<file path="config.mk">
export PLATFORM = sky130hd
export DESIGN_NAME = dspx_front_flat
export DESIGN_NICKNAME = d
export VERILOG_FILES = /design/src/rtl/dspx_pkg.sv /design/src/rtl/dspx_in_if.sv /design/src/rtl/dspx_front.sv /design/src/flat_wrapper.sv
export SDC_FILE = /design/constraint.sdc
export NUM_CORES = 1
export LEC_CHECK = 0
export ABC_AREA = 1
export BUFFER_PORTS_ARGS = -buffer_cell sky130_fd_sc_hd__buf_2
export CAP_MARGIN = 20
export CORE_ASPECT_RATIO = 0.6
export CORE_MARGIN = 10
export CORE_UTILIZATION = 57
export CTS_CLUSTER_DIAMETER = 80
export DETAILED_ROUTE_END_ITERATION = 7
export PLACE_DENSITY = 0.86
export SYNTH_ARGS = -nofsm -noshare
export SYNTH_HDL_FRONTEND = slang
export SYNTH_SLANG_ARGS = --single-unit
</file>
<file path="constraint.sdc">
create_clock -name clk -period 5.2 [get_ports clk]
set_clock_uncertainty 0.1 [all_clocks]
set_input_delay 0.52 -clock clk [delete_from_list [all_inputs] [get_ports clk]]
set_output_delay 0.52 -clock clk [all_outputs]
set_load 0.02 [all_outputs]
</file>
<file path="src/rtl/dspx_pkg.sv">
// ----------------------------------------------------------------------------
// dspx_pkg
// Types and constants shared by the execute stage: opcodes, run states,
// bus access codes, the decoded instruction and the transfer payloads.
// ----------------------------------------------------------------------------
package dspx_pkg;

  localparam int REG_COUNT = 16;
  localparam int REG_AW    = $clog2(REG_COUNT);
  localparam int DATA_W    = 32;
  localparam int QDEPTH    = 4;
  localparam int QAW       = $clog2(QDEPTH);

  typedef enum logic [2:0] {
    CMD_NOP   = 3'd0,
    CMD_LOAD  = 3'd1,
    CMD_STORE = 3'd2,
    CMD_ADD   = 3'd3,
    CMD_MUL   = 3'd4,
    CMD_MAC   = 3'd5,
    CMD_OUT   = 3'd6,
    CMD_HALT  = 3'd7
  } cmd_t;

  typedef enum logic [1:0] {
    RUN_GO     = 2'd0,
    RUN_HALTED = 2'd1,
    RUN_ERROR  = 2'd2
  } run_t;

  typedef enum logic [1:0] {
    ACC_NONE  = 2'd0,
    ACC_READ  = 2'd1,
    ACC_WRITE = 2'd2
  } acc_t;

  typedef enum logic [3:0] {
    OP_LOAD_IMM,
    OP_LOAD_BUS,
    OP_STORE,
    OP_ADD,
    OP_MUL,
    OP_MAC,
    OP_OUT,
    OP_HALT,
    OP_ILLEGAL
  } op_t;

  typedef struct packed {
    logic [2:0]               command;
    logic [REG_AW-1:0]        reg_a;
    logic [REG_AW-1:0]        reg_b;
    logic [REG_AW-1:0]        reg_c;
    logic                     use_immediate;
    logic signed [DATA_W-1:0] immediate;
    logic signed [DATA_W-1:0] bus_read_data;
  } in_item_t;

  typedef struct packed {
    logic [1:0]               bus_access;
    logic signed [DATA_W-1:0] bus_address;
    logic signed [DATA_W-1:0] bus_write_data;
    logic                     gpio_valid;
    logic signed [DATA_W-1:0] gpio_pin;
    logic signed [DATA_W-1:0] gpio_value;
    logic                     flag_zero;
    logic                     flag_negative;
    logic                     flag_carry;
    logic [1:0]               run_status;
  } out_item_t;

  typedef struct packed {
    op_t                      op;
    logic [REG_AW-1:0]        reg_a;
    logic [REG_AW-1:0]        reg_b;
    logic [REG_AW-1:0]        reg_c;
    logic signed [DATA_W-1:0] immediate;
    logic signed [DATA_W-1:0] bus_read_data;
  } dec_item_t;

endpackage

</file>
<file path="src/rtl/dspx_in_if.sv">
// ----------------------------------------------------------------------------
// dspx_in_if
// Instruction channel: valid/ready handshake with a decoded instruction.
// ----------------------------------------------------------------------------
interface dspx_in_if;
  import dspx_pkg::*;

  logic     valid;
  logic     ready;
  in_item_t data;

  modport source (output valid, output data, input ready);
  modport sink (input valid, input data, output ready);
endinterface

</file>
<file path="src/rtl/dspx_front.sv">
// ----------------------------------------------------------------------------
// dspx_front
// Accepts instructions, classifies them into execute operations and holds
// them in a short queue for the back end.
// ----------------------------------------------------------------------------
module dspx_front (
  input  logic                clk,
  input  logic                rst,
  dspx_in_if.sink             instr,
  output logic                q_valid,
  input  logic                q_ready,
  output dspx_pkg::dec_item_t q_item
);
  import dspx_pkg::*;

  dec_item_t      q_mem [QDEPTH];
  logic [QAW-1:0] wr_ptr;
  logic [QAW-1:0] rd_ptr;
  logic [QAW:0]   count;
  dec_item_t      dec;
  logic           push;
  logic           pop;

  always_comb begin
    dec.reg_a         = instr.data.reg_a;
    dec.reg_b         = instr.data.reg_b;
    dec.reg_c         = instr.data.reg_c;
    dec.immediate     = instr.data.immediate;
    dec.bus_read_data = instr.data.bus_read_data;
    unique case (cmd_t'(instr.data.command))
      CMD_LOAD:  dec.op = instr.data.use_immediate ? OP_LOAD_IMM : OP_LOAD_BUS;
      CMD_STORE: dec.op = OP_STORE;
      CMD_ADD:   dec.op = OP_ADD;
      CMD_MUL:   dec.op = OP_MUL;
      CMD_MAC:   dec.op = OP_MAC;
      CMD_OUT:   dec.op = OP_OUT;
      CMD_HALT:  dec.op = OP_HALT;
      default:   dec.op = OP_ILLEGAL;
    endcase
  end

  assign instr.ready = (count != (QAW+1)'(QDEPTH));
  assign push        = instr.valid && instr.ready;
  assign q_valid     = (count != '0);
  assign pop         = q_valid && q_ready;
  assign q_item      = q_mem[rd_ptr];

  always_ff @(posedge clk) begin
    if (rst) begin
      wr_ptr <= '0;
      rd_ptr <= '0;
      count  <= '0;
    end else begin
      if (push) wr_ptr <= wr_ptr + 1'b1;
      if (pop) rd_ptr <= rd_ptr + 1'b1;
      if (push && !pop) begin
        count <= count + 1'b1;
      end else if (pop && !push) begin
        count <= count - 1'b1;
      end
    end
  end

  always_ff @(posedge clk) begin
    if (push) q_mem[wr_ptr] <= dec;
  end

endmodule

</file>
<file path="src/flat_wrapper.sv">
// flat-port wrapper written by rule: the top's interface ports become plain ports
module dspx_front_flat import dspx_pkg::*;
  (clk, rst, q_valid, q_ready, q_item, instr_valid, instr_data, instr_ready);
  dspx_in_if instr_i ();
  input  logic clk;
  input  logic rst;
  output logic q_valid;
  input  logic q_ready;
  output dspx_pkg::dec_item_t q_item;
  input wire logic [$bits(instr_i.valid)-1:0] instr_valid;
  input wire logic [$bits(instr_i.data)-1:0] instr_data;
  output wire logic [$bits(instr_i.ready)-1:0] instr_ready;
  assign instr_i.valid = instr_valid;
  assign instr_i.data = instr_data;
  assign instr_ready = instr_i.ready;
  dspx_front u_core (.clk(clk), .rst(rst), .instr(instr_i), .q_valid(q_valid), .q_ready(q_ready), .q_item(q_item));
endmodule
</file>
==> flow_summary.yaml <==
floorplan:
  die_y_um: 134
  core_area_um2: 21100
  io_pins: 166
  die-area_um2: 28100
  start_util: 0.583
  die_w_um: 210
  rows: 41
timing:
  fin_crit_sh: 0.706
  period_needed_ns: 3.67
  hold_viol_final: 0
  worstMarginPinSlew_ns: 0.872
  rsz0062_at_grt: "no"
  setup_viol: 0
  max_clock_freq_mhz: 272
  finalSetupTns_ns: 0
  slew_viol_final: 0
  slew-limit-headroom: 0.419
finish:
  fin_nets: 1091
  area_growth_pct: 16.2
  drive_gt1_frac: 0.223
  utilization: 0.678
grt:
  grt_pass1_vias: 7314
  grt_pass1_wl_mm: 41.1
  grt_overflow: 0
  grt_max_degree: 161
  antenna_found_initial: 7
  grt_util_all_layers: 0.183
critical_path:
  path_class: "flip-flop to output pin"
  critical_path_arrival_ns: 3.05
  cp_max_fo: 86
  crit_slowest_cell: "dfxtp_4"
  crit_required_ns: 4.58
  slowest_delay_ns: 0.82
  startpoint_type: "flip-flop"
  critical_path.cell_chain: "buf_4, o21ai_0, o22ai_1, buf_2"
  end_kind: "output pin"
routing:
  ant_nets: 0
  drc_errors: 0
  vias: 7603
  wl_mm: 27.0
  firstDrtPassIters: 5
  via_per_inst: 5.83
  wl_per_cell_um: 20.7
  first_iter_violations: 680
yosys:
  synthDistinctLibCells: 22
  yosysSeqAreaShare: 0.794
  synth_edf_count: 320
  synth_flop_cell: "edfxtp_1"
  syn_nets: 937
  synthCells: 847
  netlist_area_um2: 12300
  async_flop_share: 0
  syn_area_per_cell_um2: 14.6
  yosys_warnings: 0
  synth_seq_cells: 329
clock_tree:
  clock-sinks: 329
  numCtsBuffers: 29
  post_cts_buffers: 0
  clk_pin_slew_ns: 0.07
  cts_hold_buf: 0
  clockRootBuffer: "clkbuf_16"
  cts_resized: 0
  clockBufferDepth: 3
  cts_tree: "yes"
  clkLatencyLatePin_ns: 0.54
  htree_levels: 1
placement:
  dp_hpwl_mm: 15.8
  port-buffer-count: 165
  gp_congestion: 0.834
power:
  ir_worst_vdd_mv: 0.292
  p_per_area_nw_per_um2: 516
  total_leakage_power_nw: 5.03
hold_path:
  worst_hold_path_type: "input pin to flip-flop"
status:
  status: "complete, no violations"
flow_run:
  drv_cap: 0
-- state kept, by name, summed over array words and instances (netlist names), named ones only --
name           count
u_core.q_mem     320
u_core.rd_ptr      2
u_core.count       3
u_core.wr_ptr      2
-- where the power goes --
part	internal [mW]	switching (mW)	leakage, nW
registers	3.22	0.125	3.01
clock network	1.27	0.910	0.472
logic	0.527	1.33	1.55
total	5.02	2.37	5.03
-- final timing paths --
path	slack, ns	cells after the start	to	from
setup / recovery	1.53	4	q_item[28]	flip-flop
hold / removal	0.08	1	u_core.q_mem[1][52]	instr_data[52]
setup reg to reg	2.59	5	u_core.q_mem[1][44]	u_core.count[0]
hold reg to reg	0.41	2	flip-flop	u_core.rd_ptr[1]
-- layout by cell type (no fill, tap or decap), types with 2 or more instances in the layout --
cell type,n
dfxtp_1,7
clkbuf_16,29
nor2_4,4
inv_1,14
bufinv_16,5
clkbuf_1,6
o22ai_1,80
edfxtp_1,320
inv_6,2
buf_4,10
diode_2,2
nand2_1,15
nor2_1,171
ha_1,5
o21ai_0,151
o21ai_1,10
nand3_1,4
clkinv_1,3
clkinv_2,6
buf_2,165
a21oi_1,3
-- routing by layer --
layer,vias up,GRT usage,part of all wire
met3,45,0.0494,0.094
met5,-,0,0.00048
met2,375,0.288,0.47
met4,2,0.0426,0.019
met1,3695,0.249,0.41
li1,3486,-,-
-- final cells by class --
type	instances	area, µm²
Tap cell	279	349
Sequential cell	329	9790
Fill cell	1393	6810
Antenna cell	2	5.00
Clock buffer	35	748
Clock inverter	17	216
Multi-Input combinational cell	448	2200
Inverter	16	65.1
Timing Repair Buffer	177	948
-- synth_stat cells (3+ instances only) --
library cell,n,area (µm²)
a21oi_1,3,15.0
buf_6,11,124
clkbuf_1,40,150
dfxtp_1,9,180
edfxtp_1,320,9610
ha_1,5,62.6
inv_1,15,56.3
nand2_1,15,56.3
nand3_1,4,20.0
nor2_1,175,657
o21ai_0,151,756
o21ai_1,10,50.1
o22ai_1,80,500
-- cell families (layout without fill, tap and decap cells) --
kind of cell,after synthesis,after routing,share of synthesized area
other cells,0,2,0
simple gates,196,196,0.0605
buf+inv,70,245,0.0301
xor+xnor,1,1,0.000711
compound gates,245,245,0.108
fa+ha+maj,6,6,0.00670
flops,329,329,0.794
-- critical path: cells and delay by family, from the launching register on --
kind / cells / cell delay (ns)
buffers and inverters: 2 / 0.99
DFF: 1 / 0.82
AOI/OAI and AO/OA: 2 / 0.57
-- per-stage QoR --
step                      hold slack, ns  power [mW]  setup WS, ns  std cells  area [µm²]
after floorplan                    0.359        4.64         0.414        847       12300
after global placement             0.378        5.21          2.25       1248       13300
after detailed placement           0.388        5.26          2.15       1248       13300
after CTS                         0.0611        7.42          1.56       1300       14300
after global routing              0.0656        7.72          1.35       1302       14300
final                             0.0823        7.39          1.53       1303       14300
Power figures use the tool's default switching activity.
