===== config.mk =====
export PLATFORM = sky130hd
export DESIGN_NAME = dspx_back_flat
export DESIGN_NICKNAME = d
export VERILOG_FILES = /design/src/rtl/dspx_pkg.sv /design/src/rtl/dspx_out_if.sv /design/src/rtl/dspx_back.sv /design/src/flat_wrapper.sv
export SDC_FILE = /design/constraint.sdc
export NUM_CORES = 2
export LEC_CHECK = 0
export ABC_AREA = 1
export CORE_ASPECT_RATIO = 1.5
export CORE_MARGIN = 1.5
export CORE_UTILIZATION = 50
export DETAILED_ROUTE_END_ITERATION = 6
export DONT_BUFFER_PORTS = 1
export MAX_ROUTING_LAYER = met4
export SLEW_MARGIN = 10
export SYNTH_ARGS = -nofsm -noshare
export SYNTH_HDL_FRONTEND = slang
export SYNTH_SLANG_ARGS = --single-unit

===== constraint.sdc =====
create_clock -name clk -period 16.2 [get_ports clk]
set_clock_uncertainty 0.15 [all_clocks]
set_input_delay 3.24 -clock clk [delete_from_list [all_inputs] [get_ports clk]]
set_output_delay 3.24 -clock clk [all_outputs]
set_load 0.03 [all_outputs]

===== src/rtl/dspx_pkg.sv =====
// ----------------------------------------------------------------------------
// dspx_pkg
// Types and constants shared by the execute stage: opcodes, run states,
// bus access codes, the decoded instruction and the transfer payloads.
// ----------------------------------------------------------------------------
package dspx_pkg;

  localparam int REG_COUNT = 16;
  localparam int REG_AW    = $clog2(REG_COUNT);
  localparam int DATA_W    = 32;
  localparam int QDEPTH    = 4;
  localparam int QAW       = $clog2(QDEPTH);

  typedef enum logic [2:0] {
    CMD_NOP   = 3'd0,
    CMD_LOAD  = 3'd1,
    CMD_STORE = 3'd2,
    CMD_ADD   = 3'd3,
    CMD_MUL   = 3'd4,
    CMD_MAC   = 3'd5,
    CMD_OUT   = 3'd6,
    CMD_HALT  = 3'd7
  } cmd_t;

  typedef enum logic [1:0] {
    RUN_GO     = 2'd0,
    RUN_HALTED = 2'd1,
    RUN_ERROR  = 2'd2
  } run_t;

  typedef enum logic [1:0] {
    ACC_NONE  = 2'd0,
    ACC_READ  = 2'd1,
    ACC_WRITE = 2'd2
  } acc_t;

  typedef enum logic [3:0] {
    OP_LOAD_IMM,
    OP_LOAD_BUS,
    OP_STORE,
    OP_ADD,
    OP_MUL,
    OP_MAC,
    OP_OUT,
    OP_HALT,
    OP_ILLEGAL
  } op_t;

  typedef struct packed {
    logic [2:0]               command;
    logic [REG_AW-1:0]        reg_a;
    logic [REG_AW-1:0]        reg_b;
    logic [REG_AW-1:0]        reg_c;
    logic                     use_immediate;
    logic signed [DATA_W-1:0] immediate;
    logic signed [DATA_W-1:0] bus_read_data;
  } in_item_t;

  typedef struct packed {
    logic [1:0]               bus_access;
    logic signed [DATA_W-1:0] bus_address;
    logic signed [DATA_W-1:0] bus_write_data;
    logic                     gpio_valid;
    logic signed [DATA_W-1:0] gpio_pin;
    logic signed [DATA_W-1:0] gpio_value;
    logic                     flag_zero;
    logic                     flag_negative;
    logic                     flag_carry;
    logic [1:0]               run_status;
  } out_item_t;

  typedef struct packed {
    op_t                      op;
    logic [REG_AW-1:0]        reg_a;
    logic [REG_AW-1:0]        reg_b;
    logic [REG_AW-1:0]        reg_c;
    logic signed [DATA_W-1:0] immediate;
    logic signed [DATA_W-1:0] bus_read_data;
  } dec_item_t;

endpackage


===== src/rtl/dspx_out_if.sv =====
// ----------------------------------------------------------------------------
// dspx_out_if
// Result channel: valid/ready handshake with bus, gpio, flag and run status.
// ----------------------------------------------------------------------------
interface dspx_out_if;
  import dspx_pkg::*;

  logic      valid;
  logic      ready;
  out_item_t data;

  modport source (output valid, output data, input ready);
  modport sink (input valid, input data, output ready);
endinterface


===== src/rtl/dspx_back.sv =====
// ----------------------------------------------------------------------------
// dspx_back
// Executes queued operations: register file read, multiply-add, flag and
// run state update, and the registered result.
// ----------------------------------------------------------------------------
module dspx_back (
  input  logic                clk,
  input  logic                rst,
  input  logic                q_valid,
  output logic                q_ready,
  input  dspx_pkg::dec_item_t q_item,
  dspx_out_if.source          result
);
  import dspx_pkg::*;

  // three copies of the register file, one read port each
  logic [DATA_W-1:0] mem_a [REG_COUNT];
  logic [DATA_W-1:0] mem_b [REG_COUNT];
  logic [DATA_W-1:0] mem_c [REG_COUNT];
  logic [REG_COUNT-1:0] reg_ok;

  logic              adv;
  logic              pop;
  logic              r_valid;
  dec_item_t         r_item;
  logic [DATA_W-1:0] r_rd_a;
  logic [DATA_W-1:0] r_rd_b;
  logic [DATA_W-1:0] r_rd_c;
  logic              r_ok_a;
  logic              r_ok_b;
  logic              r_ok_c;

  logic              fwd_valid;
  logic [REG_AW-1:0] fwd_addr;
  logic [DATA_W-1:0] fwd_data;

  logic              zf;
  logic              nf;
  logic              cf;
  run_t              run;
  logic              zf_next;
  logic              nf_next;
  logic              cf_next;
  run_t              run_next;

  logic              out_valid;
  out_item_t         out_data;
  out_item_t         out_next;

  logic signed [DATA_W-1:0] a_val;
  logic signed [DATA_W-1:0] b_val;
  logic signed [DATA_W-1:0] c_val;
  logic signed [63:0]       prod;
  logic signed [63:0]       opx;
  logic signed [63:0]       opy;
  logic signed [63:0]       exact;
  logic                     ovf;
  logic                     wr_en;
  logic [DATA_W-1:0]        wr_data;

  assign adv     = !out_valid || result.ready;
  assign q_ready = adv;
  assign pop     = q_valid && adv;

  assign result.valid = out_valid;
  assign result.data  = out_data;

  // operand values with bypass of the write made at the capture edge
  always_comb begin
    a_val = r_ok_a ? r_rd_a : '0;
    b_val = r_ok_b ? r_rd_b : '0;
    c_val = r_ok_c ? r_rd_c : '0;
    if (fwd_valid && fwd_addr == r_item.reg_a) a_val = fwd_data;
    if (fwd_valid && fwd_addr == r_item.reg_b) b_val = fwd_data;
    if (fwd_valid && fwd_addr == r_item.reg_c) c_val = fwd_data;
  end

  assign prod = 64'(b_val) * 64'(c_val);

  always_comb begin
    unique case (r_item.op)
      OP_ADD: begin
        opx = 64'(b_val);
        opy = 64'(c_val);
      end
      OP_MAC: begin
        opx = 64'(a_val);
        opy = prod;
      end
      default: begin
        opx = '0;
        opy = prod;
      end
    endcase
  end

  assign exact = opx + opy;
  assign ovf   = !((&exact[63:31]) || !(|exact[63:31]));

  always_comb begin
    wr_en    = 1'b0;
    wr_data  = exact[DATA_W-1:0];
    cf_next  = cf;
    run_next = run;
    out_next = '0;
    if (r_valid && run == RUN_GO) begin
      unique case (r_item.op)
        OP_LOAD_IMM: begin
          wr_en   = 1'b1;
          wr_data = r_item.immediate;
          cf_next = 1'b0;
        end
        OP_LOAD_BUS: begin
          wr_en                = 1'b1;
          wr_data              = r_item.bus_read_data;
          cf_next              = 1'b0;
          out_next.bus_access  = ACC_READ;
          out_next.bus_address = r_item.immediate;
        end
        OP_STORE: begin
          out_next.bus_access     = ACC_WRITE;
          out_next.bus_address    = a_val;
          out_next.bus_write_data = b_val;
        end
        OP_ADD, OP_MUL, OP_MAC: begin
          wr_en   = 1'b1;
          cf_next = ovf;
        end
        OP_OUT: begin
          out_next.gpio_valid = 1'b1;
          out_next.gpio_pin   = a_val;
          out_next.gpio_value = b_val;
        end
        OP_HALT: run_next = RUN_HALTED;
        default: run_next = RUN_ERROR;
      endcase
    end
    zf_next = wr_en ? (wr_data == '0) : zf;
    nf_next = wr_en ? wr_data[DATA_W-1] : nf;
    out_next.flag_zero     = zf_next;
    out_next.flag_negative = nf_next;
    out_next.flag_carry    = cf_next;
    out_next.run_status    = run_next;
  end

  always_ff @(posedge clk) begin
    if (rst) begin
      r_valid   <= 1'b0;
      out_valid <= 1'b0;
      fwd_valid <= 1'b0;
      reg_ok    <= '0;
      zf        <= 1'b0;
      nf        <= 1'b0;
      cf        <= 1'b0;
      run       <= RUN_GO;
    end else if (adv) begin
      r_valid   <= pop;
      out_valid <= r_valid;
      fwd_valid <= wr_en;
      zf        <= zf_next;
      nf        <= nf_next;
      cf        <= cf_next;
      run       <= run_next;
      if (wr_en) reg_ok[r_item.reg_a] <= 1'b1;
    end
  end

  always_ff @(posedge clk) begin
    if (adv) begin
      r_item   <= q_item;
      r_ok_a   <= reg_ok[q_item.reg_a];
      r_ok_b   <= reg_ok[q_item.reg_b];
      r_ok_c   <= reg_ok[q_item.reg_c];
      fwd_addr <= r_item.reg_a;
      fwd_data <= wr_data;
      out_data <= out_next;
    end
  end

  always_ff @(posedge clk) begin
    if (adv) begin
      r_rd_a <= mem_a[q_item.reg_a];
      r_rd_b <= mem_b[q_item.reg_b];
      r_rd_c <= mem_c[q_item.reg_c];
      if (wr_en) begin
        mem_a[r_item.reg_a] <= wr_data;
        mem_b[r_item.reg_a] <= wr_data;
        mem_c[r_item.reg_a] <= wr_data;
      end
    end
  end

endmodule

===== src/flat_wrapper.sv =====
// flat-port wrapper written by rule: the top's interface ports become plain ports
module dspx_back_flat import dspx_pkg::*;
  (clk, rst, q_valid, q_ready, q_item, result_valid, result_data, result_ready);
  dspx_out_if result_i ();
  input  logic clk;
  input  logic rst;
  input  logic q_valid;
  output logic q_ready;
  input  dspx_pkg::dec_item_t q_item;
  output wire logic [$bits(result_i.valid)-1:0] result_valid;
  output wire logic [$bits(result_i.data)-1:0] result_data;
  input wire logic [$bits(result_i.ready)-1:0] result_ready;
  assign result_valid = result_i.valid;
  assign result_data = result_i.data;
  assign result_i.ready = result_ready;
  dspx_back u_core (.clk(clk), .rst(rst), .q_valid(q_valid), .q_ready(q_ready), .q_item(q_item), .result(result_i));
endmodule

==> out/results.ini <==
[status]
status=finished, violations left
violations=max-slew violations

[power]
swShare=0.560
p_int_w=0.00798
p_seq_frac=0.184
ir_worst_vdd_mv=0.194
comb_power_share=0.698
p_leak_nw=40.1
power_w=0.0181
pwr_density_cell_mw_per_mm2=197
clkPwrFrac=0.118
p_sw_w=0.0102

[synth]
synth_top_family_by_area=adder cells
ys_ff_latch=887
synth_xor_area_frac=0.00744
ys_seq_area_frac=0.303
synth_edf_count=863
syn_area_mm2=0.0870
yosys.cell_types.count=67
netlist_instances=10300
synth.avg_cell_area_um2=8.44
synth-simple-area-share=0.156
async_flop_share=0
synth_ff_type=edfxtp_1
syn_nets=11700
synth_mux_area_frac=0
synth_adder_area_share=0.285
yosysWarnings=0
synth_compound_area_frac=0.134

[worst_setup_path]
path_common_cell=inv_1
setup.worst_path.end_class=register
start_kind=register
slowest_stage=o21ai_1
crit_fanout=32
cp.required_ns=16.58
cpPeakStageDelay_ns=0.97
path_class=register to register
crit_arrival_ns=14.52

[cts]
cts_tree=yes
htreeDepth=3
cts_sinks=887
cts_resized=0
cts_buffers=90
cts_hold_buf=0
cts_root_buffer=clkbuf_16
clk-insertion-delay-late_ns=0.77
clock_path_buffers=3
post_cts_buffers=0
clk_pin_slew_ns=0.07

[global_routing]
grt_pass1_vias=76700
grt_max_degree=530
grt.overflow.total=0
antenna_found_initial=21
track_usage=0.430
grt.busiest_layer=met2
grt_pass1_wl_um=524000
use_met2=0.696
use_met1=0.448
grtUsageMet3=0.0850

[final_layout]
layout_commonest_cell=nand2_1
seq_area_mm2=0.0264
area_growth_pct=6.05
drive_gt1_frac=0.0491
fillers=16200
multi_input_area_mm2=0.0512
nNetsFinal=11400
final_cell_mix=2228 x nand2_1, 1981 x inv_1, 1083 x fa_1, 863 x edfxtp_1, 777 x o21ai_0
post-route-util=0.533

[drt]
viasPerCell=6.05
wirelength_um=366000
ant_nets=0
drc_errors=0
drtIter0Drc=8139
drt_first_pass_iters=7
wl_per_cell_um=29.7
via_count=74700

[placement]
gp_congestion=1.06
hpwl_um=259000
portBuffers=0

[floorplan]
rows=187
fp.dieW_um=344
die_area_mm2=0.177
pin_count=222
core-area_mm2=0.173
dieHeight_um=514
start_util=0.503

[sta]
setup_viol=0
maxSlewHeadroom=-0.163
fin_crit_sh=0.873
worst_pin_slew_ns=1.74
hold_violations=0
finalSetupTns_ns=0
finalMaxSlewViolations=278
rsz0062_at_grt=no
fin_crit_ns=14.14
fmax_mhz=70.7

[flow_run]
maxCapViolCount=0

[hold_path]
hp-class=register to register

cell type report:
class / count / share of cell area
multi-input combinational: 6809 / 0.555
sequential: 887 / 0.286
inverter: 2020 / 0.0823
tap: 2268 / 0.0308
clock buffer: 110 / 0.0253
timing repair buffer: 160 / 0.0130
clock inverter: 57 / 0.00677
antenna: 23 / 0.000624
final timing paths:
kind                                         start                    end  slack, ns  depth (start not counted)
worst max-delay path            u_core.fwd_addr[3]  u_core.result.data[2]       2.06                         51
worst min-delay path                     u_core.cf              u_core.cf       0.32                          2
worst max register to register  u_core.fwd_addr[3]  u_core.result.data[2]       2.06                         51
worst min register to register           u_core.cf              u_core.cf       0.32                          2
power by group through the flow:
stage	clock [W]	sequential, W	combinational, W
after floorplan	0	0.00335	0.00739
after global placement	0	0.00338	0.0125
after detailed placement	0	0.00338	0.0124
after CTS	0.00216	0.00333	0.0126
after global routing	0.00224	0.00334	0.0136
final	0.00214	0.00333	0.0127
cells by family (layout without fill, tap and decap cells):
family	after synthesis	after routing
xor+xnor	73	73
other cells	0	23
compound gates	2072	2072
flops	887	887
fa+ha+maj	1330	1330
simple gates	3334	3334
buf+inv	2610	2347
synthesized netlist by cell type (all sizes together) (3+ instances only):
library cell  number  share of area
nand3            487          0.028
buf              130         0.0065
o211ai           214          0.019
a32oi             17         0.0017
dfxtp             24         0.0055
clkinv             5        0.00022
or2               11        0.00079
o221ai            79         0.0080
a21o              17         0.0015
inv             2015          0.087
a31oi              9        0.00065
a211oi             8        0.00075
nor2             487          0.022
and2               3        0.00022
a21oi            762          0.044
o21ba             10         0.0012
nand3b            15         0.0013
edfxtp           863           0.30
o21bai            21         0.0019
fa              1083           0.25
o21a               3        0.00026
clkbuf           460          0.020
xor2              35         0.0035
nand2           2260          0.099
o21ai            855          0.050
a21boi             5        0.00052
o22ai             62         0.0045
nand4             35         0.0026
nor3              29         0.0020
nor4               4        0.00029
xnor2             38         0.0039
ha               247          0.036
sequential cells by signal, indices dropped and copies added (netlist names):
register             flops
u_core.r_item           80
u_core.fwd_valid         1
u_core.r_ok_b            1
u_core.r_valid           1
u_core.run               2
u_core.r_ok_c            1
u_core.result.data     136
u_core.mem_b           448
u_core.fwd_data         32
u_core.mem_c            64
u_core.r_rd_b           32
u_core.r_rd_a           32
u_core.cf                1
u_core.reg_ok           16
u_core.r_rd_c           32
u_core.fwd_addr          4
u_core.nf                1
u_core.zf                1
u_core.result.valid      1
u_core.r_ok_a            1
metal layers:
layer	vias to the layer above	routed length, µm
met2	4359	177000
met5	-	0
li1	32200	-
met4	0	38500
met3	1499	31900
met1	36600	119000
per-stage QoR:
step | std cells | instance area, µm² | worst slack (ns) | hold WS [ns]
CTS | 12300 | 92200 | 2.22 | 0.315
global route | 12300 | 92200 | 1.50 | 0.344
floorplan | 10300 | 87000 | 2.47 | 0.294
global placement | 12100 | 89200 | 2.13 | 0.299
finish | 12300 | 92200 | 2.06 | 0.324
detailed placement | 12100 | 89200 | 2.29 | 0.304
worst max-delay path, delay by kind of cell, from the launching register on:
kind            cells  cell delay (ns)
simple gates       13             1.74
xor+xnor            1             0.18
fa+ha+maj          10             5.19
flops               1             0.43
compound gates     15             4.12
buf+inv            12             2.02
Note: power is estimated with default switching activity, not from simulation.
